File: src/design/hcb_pkg.sv
// shared types and constants for the hill cipher block core
`timescale 1ns / 1ps

package hcb_pkg;

    localparam int unsigned BYTES     = 4;
    localparam int unsigned KEY_BYTES = BYTES * BYTES;
    localparam int unsigned CFG_IDX_W = 8;
    localparam int unsigned CFG_DAT_W = 64;

    localparam logic [CFG_DAT_W-1:0] KEY_ROWS_LOW_RESET  = 64'h0000_0300_0000_0003;
    localparam logic [CFG_DAT_W-1:0] KEY_ROWS_HIGH_RESET = 64'h0300_0000_0003_0000;

    typedef enum logic [CFG_IDX_W-1:0] {
        CFG_KEY_ROWS_LOW  = 8'd0,
        CFG_KEY_ROWS_HIGH = 8'd1
    } cfg_reg_e;

    typedef logic [BYTES-1:0][7:0]     byte_vec_t;
    typedef logic [KEY_BYTES-1:0][7:0] key_mat_t;

    typedef struct packed {
        logic       last_in;
        logic [7:0] plain_byte3;
        logic [7:0] plain_byte2;
        logic [7:0] plain_byte1;
        logic [7:0] plain_byte0;
    } plain_t;

    typedef struct packed {
        logic       last_out;
        logic [7:0] cipher_byte3;
        logic [7:0] cipher_byte2;
        logic [7:0] cipher_byte1;
        logic [7:0] cipher_byte0;
    } cipher_t;

    // data handed from one cell to the next
    typedef struct packed {
        byte_vec_t sums;
        byte_vec_t plain;
        logic      last;
    } cell_data_t;

endpackage

File: src/design/hcb_key_regs.sv
// key matrix configuration registers
`timescale 1ns / 1ps

module hcb_key_regs
    import hcb_pkg::*;
(
    input  logic                 clk,
    input  logic                 rst_n,
    input  logic                 cfg_valid,
    output logic                 cfg_ready,
    input  logic [CFG_IDX_W-1:0] cfg_index,
    input  logic [CFG_DAT_W-1:0] cfg_data,
    output key_mat_t             key_mat
);

    logic [CFG_DAT_W-1:0] key_low_reg;
    logic [CFG_DAT_W-1:0] key_high_reg;
    logic [CFG_DAT_W-1:0] key_low_next;
    logic [CFG_DAT_W-1:0] key_high_next;

    assign cfg_ready = 1'b1;

    always_comb
    begin
        key_low_next  = key_low_reg;
        key_high_next = key_high_reg;
        if (cfg_valid)
        begin
            case (cfg_index)
                CFG_KEY_ROWS_LOW:  key_low_next  = cfg_data;
                CFG_KEY_ROWS_HIGH: key_high_next = cfg_data;
                default:           ;
            endcase
        end
    end

    always_ff @(posedge clk or negedge rst_n)
    begin
        if (!rst_n)
        begin
            key_low_reg  <= KEY_ROWS_LOW_RESET;
            key_high_reg <= KEY_ROWS_HIGH_RESET;
        end
        else
        begin
            key_low_reg  <= key_low_next;
            key_high_reg <= key_high_next;
        end
    end

    assign key_mat = {key_high_reg, key_low_reg};

endmodule

File: src/design/hcb_cell.sv
// one column cell: multiplies the head byte by a key column, adds to the row sums
`timescale 1ns / 1ps

module hcb_cell
    import hcb_pkg::*;
(
    input  logic       clk,
    input  logic       rst_n,
    input  byte_vec_t  key_col,
    input  logic       in_valid,
    output logic       in_ready,
    input  cell_data_t in_data,
    output logic       out_valid,
    input  logic       out_ready,
    output cell_data_t out_data
);

    logic       valid_reg;
    logic       valid_next;
    cell_data_t data_reg;
    cell_data_t data_next;
    logic       load;

    assign in_ready = !valid_reg || out_ready;
    assign load     = in_valid && in_ready;

    always_comb
    begin
        logic [7:0] prod;
        prod      = '0;
        data_next = data_reg;
        if (load)
        begin
            for (int r = 0; r < BYTES; r++)
            begin
                // only the low byte of the product matters modulo 256
                prod = key_col[r] * in_data.plain[0];
                data_next.sums[r] = in_data.sums[r] + prod;
            end
            // consumed byte drops off, the rest move toward the head
            data_next.plain = {8'd0, in_data.plain[BYTES-1:1]};
            data_next.last  = in_data.last;
        end
    end

    always_comb
    begin
        valid_next = valid_reg;
        if (load)
            valid_next = 1'b1;
        else if (out_ready)
            valid_next = 1'b0;
    end

    always_ff @(posedge clk or negedge rst_n)
    begin
        if (!rst_n)
            valid_reg <= 1'b0;
        else
            valid_reg <= valid_next;
    end

    always_ff @(posedge clk)
    begin
        data_reg <= data_next;
    end

    assign out_valid = valid_reg;
    assign out_data  = data_reg;

    a_hold_on_stall: assert property (@(posedge clk) disable iff (!rst_n)
        (valid_reg && !out_ready) |=> (valid_reg && $stable(data_reg)))
        else $error("cell dropped or changed a held transaction");

    a_ready_when_empty: assert property (@(posedge clk) disable iff (!rst_n)
        !valid_reg |-> in_ready)
        else $error("empty cell refused a transaction");

    a_load_fills: assert property (@(posedge clk) disable iff (!rst_n)
        load |=> (valid_reg && data_reg.plain[BYTES-1] == 8'd0
                  && data_reg.last == $past(in_data.last)))
        else $error("loaded transaction not captured correctly");

endmodule

File: src/design/hill_cipher_block_4x4_core.sv
// top level of the 4x4 hill cipher block core, a chain of four column cells
`timescale 1ns / 1ps

// usage
//   plain channel: plain_valid / plain_stall / plain carry one 4-byte block per
//   transaction; a transaction completes when plain_valid is high and plain_stall low
//   cipher channel: cipher_valid / cipher_stall / cipher return one block per input
//   block, in order, with last_out copied from last_in
//   cfg channel: cfg_valid / cfg_ready / cfg_index / cfg_data write the key;
//   index 0 holds key rows zero and one, index 1 rows two and three; other
//   indexes are ignored; write only while no block is in flight
// pipeline and throughput
//   one register stage per cell; each cell does four 8x8 products and adds
//   one block per cycle sustained while cipher_stall is low
// reset
//   rst_n low empties the chain and loads the key with three times identity
// stall
//   a stalled result holds in the last cell; earlier cells keep filling bubbles,
//   so plain_stall rises only once all four cells are occupied

module hill_cipher_block_4x4_core
    import hcb_pkg::*;
(
    input  logic                 clk,
    input  logic                 rst_n,
    input  logic                 plain_valid,
    output logic                 plain_stall,
    input  plain_t               plain,
    output logic                 cipher_valid,
    input  logic                 cipher_stall,
    output cipher_t              cipher,
    input  logic                 cfg_valid,
    output logic                 cfg_ready,
    input  logic [CFG_IDX_W-1:0] cfg_index,
    input  logic [CFG_DAT_W-1:0] cfg_data
);

    key_mat_t key_mat;

    // chain links: link c feeds cell c, link BYTES is the chain output
    logic       link_valid [BYTES+1];
    logic       link_ready [BYTES+1];
    cell_data_t link_data  [BYTES+1];

    hcb_key_regs u_key_regs (
        .clk       (clk),
        .rst_n     (rst_n),
        .cfg_valid (cfg_valid),
        .cfg_ready (cfg_ready),
        .cfg_index (cfg_index),
        .cfg_data  (cfg_data),
        .key_mat   (key_mat)
    );

    // head of the chain: sums start at zero, plain bytes queued byte0 first
    assign link_valid[0]      = plain_valid;
    assign plain_stall        = !link_ready[0];
    assign link_data[0].sums  = '0;
    assign link_data[0].plain = {plain.plain_byte3, plain.plain_byte2,
                                 plain.plain_byte1, plain.plain_byte0};
    assign link_data[0].last  = plain.last_in;

    for (genvar c = 0; c < BYTES; c++)
    begin : g_cell
        byte_vec_t key_col;

        // column c of the row-major key
        for (genvar r = 0; r < BYTES; r++)
        begin : g_col
            assign key_col[r] = key_mat[r*BYTES + c];
        end

        hcb_cell u_cell (
            .clk       (clk),
            .rst_n     (rst_n),
            .key_col   (key_col),
            .in_valid  (link_valid[c]),
            .in_ready  (link_ready[c]),
            .in_data   (link_data[c]),
            .out_valid (link_valid[c+1]),
            .out_ready (link_ready[c+1]),
            .out_data  (link_data[c+1])
        );
    end

    // tail of the chain drives the result channel
    assign cipher_valid        = link_valid[BYTES];
    assign link_ready[BYTES]   = !cipher_stall;
    assign cipher.cipher_byte0 = link_data[BYTES].sums[0];
    assign cipher.cipher_byte1 = link_data[BYTES].sums[1];
    assign cipher.cipher_byte2 = link_data[BYTES].sums[2];
    assign cipher.cipher_byte3 = link_data[BYTES].sums[3];
    assign cipher.last_out     = link_data[BYTES].last;

endmodule

File: config.mk
export PLATFORM = sky130hd
export DESIGN_NAME = hill_cipher_block_4x4_core
export DESIGN_NICKNAME = d
export VERILOG_FILES = /design/src/design/hcb_pkg.sv /design/src/design/hcb_key_regs.sv /design/src/design/hcb_cell.sv /design/src/design/hill_cipher_block_4x4_core.sv
export SDC_FILE = /design/constraint.sdc
export NUM_CORES = 1
export LEC_CHECK = 0
export BUFFER_PORTS_ARGS = -buffer_cell sky130_fd_sc_hd__buf_2
export CORE_MARGIN = 2
export CORE_UTILIZATION = 59
export CTS_BUF_LIST = sky130_fd_sc_hd__clkbuf_8
export CTS_CLUSTER_DIAMETER = 120
export DETAILED_ROUTE_END_ITERATION = 10
export HOLD_SLACK_MARGIN = 0.02
export PLACE_DENSITY = 0.91
export REMOVE_ABC_BUFFERS = 1
export SYNTH_ARGS = -nofsm -noshare
export SYNTH_HDL_FRONTEND = slang
export SYNTH_HIERARCHICAL = 1
export SYNTH_SLANG_ARGS = --single-unit
File: constraint.sdc
create_clock -name clk -period 3.8 [get_ports clk]
set_input_delay 0.19 -clock clk [delete_from_list [all_inputs] [get_ports clk]]
set_output_delay 0.19 -clock clk [all_outputs]
set_load 0.1 [all_outputs]
==> qor.yml, run 1 <==
power:
  power_density_mw_per_mm2: 421
  clkPwrFrac_pct: 23.4
  peakVddDrop_v: 0.000611
  intPower_uw: 8450
  p_switching_uw: 5770
  sequentialPowerShare_pct: 32.7
  p_leak_uw: 0.0164
  switching_share_pct: 40.6
  p_comb_share_pct: 44.0
final_layout:
  largest_register_ffs: 180
  fillers: 2565
  final_cells: 3644
  multi_input_area_mm2: 0.0179
  area_growth_pct: 21.3
  final-seq-area_mm2: 0.00873
  layout-drive-gt1-share_pct: 25.5
  nets: 3657
cts:
  cts_buffer_depth: 3
  cts.reportedPaths.clkPinSlew_ns: 0.07
  clk-insertion-delay-late_ns: 0.73
  htreeDepth: 2
  cts_tree: "built"
  cts.sinks: 312
  cts_buffers: 54
  cts-root-buf: "clkbuf_8"
detailed_routing:
  num_vias: 21300
  routed_wl_mm: 87.4
  drc: 0
  first_pass_iters: 9
  antenna_left: 0
  vias_per_cell: 5.83
  routedWlPerCell_um: 24.0
  dr.first_iter.drc_count: 2120
outcome:
  violations: "negative setup slack"
  status: "finished, violations left"
sta:
  slew_violations: 0
  final.min_clock_period_ns: 4.30
  fin_skew_ns: 0.0633
  period_share_pct: 113
  slew_headroom_pct: 24.5
  rsz0062_at_grt: "yes"
  setup_viol: 21
  hold_ws_ns: 0.0947
  fmax_mhz: 232
  worst_slew_pin_slew_ns: 1.13
  hold_viol_final: 0
  timing.final.ws_setup_ns: -0.504
setup_path:
  crit_family: "adder cells"
  critical_path_class: "reg -> reg"
  cp_slowest_stage_delay_ns: 0.68
  path_buf_inv: 5
  cpMostUsedCell: "fa_1"
  worstSetupEndpointType: "register"
  critPathLaunchType: "register"
  worstPathMaxFanout: 6
  cp.arrival_ns: 4.67
  slowest_stage: "xnor2_1"
  crit_path_cell_trace: "buf_12 -> buf_6 -> and2_4 -> fa_2 -> fa_1 -> ha_1 -> inv_1 -> fa_1 -> inv_2 -> ha_4 -> buf_4 -> a21oi_1 -> xnor2_1"
  critical_path_required_ns: 4.16
placed_design:
  place.gp.congestion: 0.887
  post-dp-hpwl_mm: 46.4
  dp.cells: 3384
  numPortBuffers: 144
grt:
  grt_max_degree: 71
  antenna_found_initial: 9
  grt_pass1_wl_mm: 118
  grt_pass1_vias: 23000
  grtUsageTotal_pct: 30.7
  overflow: 0
floorplan:
  start_util_pct: 59.8
  die_width_um: 221
  core_mm2: 0.0466
  placementRows: 79
  dieArea_mm2: 0.0490
  num_io_pins: 146
  die_height_um: 221
synthesis:
  synthCells: 2575
  ys_warn_count: 6
  syn_area_mm2: 0.0279
  synth_area_per_cell_um2: 10.8
job:
  maxCapViolations: 0
worst_hold_path:
  hp-class: "in -> async"
## power by group through the flow
stage	clock network, uW	registers, uW	logic, uW
after global routing	3490	4670	6640
after global placement	0	4600	4500
after CTS	3210	4560	5210
after detailed placement	0	4620	4850
after floorplan	0	5390	2650
final	3330	4640	6250
## worst register-to-register path, stage by stage, from the launching register on
cell and delay (ns):
edfxtp_1 0.44, buf_12 0.18, buf_6 0.12, and2_4 0.14, fa_2 0.54, fa_1 0.43, ha_1 0.33, inv_1 0.07
fa_1 0.53, inv_2 0.07, ha_4 0.27, buf_4 0.12, a21oi_1 0.09, xnor2_1 0.68
## final timing paths
check                                              startpoint                             to  slack [ns]  depth (start not counted)
worst max-delay path             g_cell[0].u_cell/out_data[1]  g_cell[1].u_cell/out_data[47]       -0.50                         13
worst min-delay path                                    rst_n      u_key_regs/key_low_reg[6]        0.09                          2
worst max register to register   g_cell[0].u_cell/out_data[1]  g_cell[1].u_cell/out_data[47]       -0.50                         13
worst min register to register  g_cell[0].u_cell/out_data[11]   g_cell[1].u_cell/out_data[3]        0.40                          0
max in group asynchronous                               rst_n    u_key_regs/key_high_reg[56]        2.81                          3
min in group clk                                    plain[26]  g_cell[0].u_cell/out_data[19]        0.23                          2
## layout make-up
type                            instances  area share [%]
Multi-Input combinational cell       1665            53.1
Sequential cell                       312            25.8
Timing Repair Buffer                  387            9.25
Inverter                              567            6.30
Clock buffer                           63            2.57
Tap cell                              607            2.25
Clock inverter                         39           0.714
Antenna cell                            4          0.0296
## through the flow
step	power, uW	utilization [%]	worst slack [ns]	setup TNS (ns)	cell area, um^2
2_1_floorplan	8040	-	-0.207	-1.34	27600
3_3_place_gp	9100	64.3	0.00578	0	29900
3_5_place_dp	9470	64.3	-0.206	-1.27	29900
4_1_cts	13000	69.8	-0.0519	-0.156	32500
5_1_grt	14800	72.6	-0.593	-4.55	33800
6_report	14200	72.6	-0.504	-2.86	33800
## placed cells by master, fill, tap and decap left out, types with 63 or more instances in the layout
master and n:
and2_1 170, buf_2 144, buf_4 114, clkbuf_8 63, dfrtp_1 116, dlygate4sd3_1 92
edfxtp_1 180, fa_1 249, ha_1 209, inv_1 545, mux2_2 63, nand2_1 362
xnor2_1 211
## routing by layer
metal	vias up	GRT usage [%]	part of all wire, %
li1	8617	-	-
met1	10300	31.6	30
met2	1641	56.2	50
met3	683	6.17	9.1
met4	8	20.3	10
met5	-	0	0.066
## what timing repair did
action	4_1_cts	5_1_grt
buffers inserted	15	44
cloned	4	3
pin swaps	69	171
resized for setup	86	191
hold buffers	92	0
endpoints found under the hold margin	257	0
endpoints found under the setup margin	12	28
Power figures use the tool's default switching activity.
==> run 2: changes to the inputs <==
Settings changed: PLACE_DENSITY 0.91 to 0.77.
==> qor.yml, run 2 (synthesized netlist as in run 1, its figures left out) <==
outcome:
  status: "finished, violations left"
  violations: "negative setup slack"
sta:
  worst_slew_pin_slew_ns: 0.995
  setup_viol: 5
  slew_headroom_pct: 33.7
  tns_ns: -0.149
  fmax_mhz: 258
  period_share_pct: 102
  fin_skew_ns: 0.0347
  timing.final.ws_setup_ns: -0.0690
  slew_violations: 0
  rsz0062_at_grt: "yes"
  final.min_clock_period_ns: 3.87
  hold_viol_final: 0
grt:
  grtUsageTotal_pct: 25.0
  grt_pass1_wl_mm: 99.3
  grt_pass1_vias: 20500
  grt_max_degree: 84
  antenna_found_initial: 4
  overflow: 0
floorplan:
  num_io_pins: 146
  dieArea_mm2: 0.0490
  core_mm2: 0.0466
  die_height_um: 221
  start_util_pct: 59.8
  placementRows: 79
  die_width_um: 221
setup_path:
  path_buf_inv: 5
  critical_path.startpoint: "g_cell[1].u_cell/out_data[2]"
  cp.arrival_ns: 4.29
  worstPathMaxFanout: 7
  slowest_stage: "fa_1"
  critical_path_required_ns: 4.22
  crit_path_cell_trace: "buf_6 -> buf_12 -> nand2_1 -> fa_1 -> inv_1 -> fa_1 -> ha_1 -> inv_1 -> fa_1 -> inv_1 -> fa_2 -> a21o_1 -> a21oi_2 -> xnor2_1 -> xnor2_1"
  worstSetupEndpointType: "register"
  cp_slowest_stage_delay_ns: 0.51
  critPathLaunchType: "register"
  crit_family: "adder cells"
  worstReg2RegStart: "g_cell[1].u_cell/out_data[2]"
  critical_path_class: "reg -> reg"
detailed_routing:
  drc: 0
  first_pass_iters: 5
  num_vias: 18600
  routed_wl_mm: 62.7
  vias_per_cell: 5.11
  dr.first_iter.drc_count: 1049
  antenna_left: 0
  routedWlPerCell_um: 17.2
placed_design:
  place_ws_ns: -0.179
  place.gp.congestion: 0.884
  numPortBuffers: 144
  post-dp-hpwl_mm: 43.7
cts:
  cts_tree: "built"
  cts_buffers: 56
  htreeDepth: 2
  clk-insertion-delay-late_ns: 0.68
  cts-root-buf: "clkbuf_8"
  cts_buffer_depth: 3
  cts.reportedPaths.clkPinSlew_ns: 0.06
  cts.sinks: 312
final_layout:
  area_growth_pct: 20.7
  layout_common_cells: "inv_1 (569), nand2_1 (368), fa_1 (249), xnor2_1 (220), ha_1 (216)"
  final_common_cell: "inv_1"
  multi_input_area_mm2: 0.0177
  final-seq-area_mm2: 0.00873
  layout-drive-gt1-share_pct: 23.5
  fillers: 3086
  nets: 3656
  largest_register_ffs: 180
  fin_util_pct: 72.2
power:
  power_density_mw_per_mm2: 401
  peakVddDrop_v: 0.000684
  p_leak_uw: 0.0164
  finalPower_uw: 13500
job:
  maxCapViolations: 0
worst_hold_path:
  hp-class: "in -> async"
[run 2: changes by cell type in the layout (fill, tap and decap cells not counted), sizes merged]
| cell | delta |
|---|---|
| clkbuf | +8 |
| clkinv | -7 |
| inv | +4 |
| clkinvlp | -1 |
| diode | -1 |
| buf | -7 |
| bufinv | +2 |
[run 2: repair_timing]
action	in CTS	in global routing
pin swaps	23	174
endpoints found under the hold margin	231	0
hold buffers	92	0
setup buffers	6	27
gates cloned	1	6
setup endpoints to repair	10	19
resized for setup	33	169
[run 2: cell type report]
type | count | area share [%]
tap | 607 | 2.26
timing repair buffer | 384 | 9.23
clock buffer | 67 | 2.74
inverter | 567 | 6.33
antenna | 3 | 0.0223
clock inverter | 37 | 0.834
multi-input combinational | 1665 | 52.6
sequential | 312 | 26.0
[run 2: worst reg2reg max path, cell delays in order, from the launching register on]
cell and delay [ns]:
edfxtp_1 0.38, buf_6 0.16, buf_12 0.14, nand2_1 0.08
fa_1 0.51, inv_1 0.05, fa_1 0.45, ha_1 0.29
inv_1 0.05, fa_1 0.47, inv_1 0.07, fa_2 0.35
a21o_1 0.21, a21oi_2 0.18, xnor2_1 0.16, xnor2_1 0.08
[run 2: report_power, final]
group | internal (uW) | switching (uW)
Sequential | 4290 | 261
Clock | 1880 | 1520
Combinational | 2300 | 3220
Total | 8470 | 5000
[run 2: layer usage]
layer | global-route usage [%] | part of all wire, %
met5 | 0 | 0.021
met4 | 8.55 | 4.7
met3 | 4.12 | 4.8
met2 | 45.8 | 52
met1 | 29.7 | 38
[run 2: final timing paths]
kind / to / slack, ns / cells past startpoint
setup / recovery: g_cell[2].u_cell/out_data[56] / -0.07 / 15
hold / removal: g_cell[3].u_cell/out_valid / 0.17 / 2
setup reg to reg: g_cell[2].u_cell/out_data[56] / -0.07 / 15
hold reg to reg: g_cell[1].u_cell/out_data[7] / 0.40 / 0
max in group asynchronous: u_key_regs/key_low_reg[1] / 2.64 / 3
min in group clk: u_key_regs/key_low_reg[2] / 0.19 / 4
[run 2: stage by stage]
stage	hold slack (ns)	cells	cell area (um^2)
6_report	0.165	3642	33600
2_1_floorplan	-0.106	2544	27600
3_3_place_gp	0.307	3404	30100
5_1_grt	0.183	3642	33600
3_5_place_dp	0.319	3404	30100
4_1_cts	0.159	3607	32400
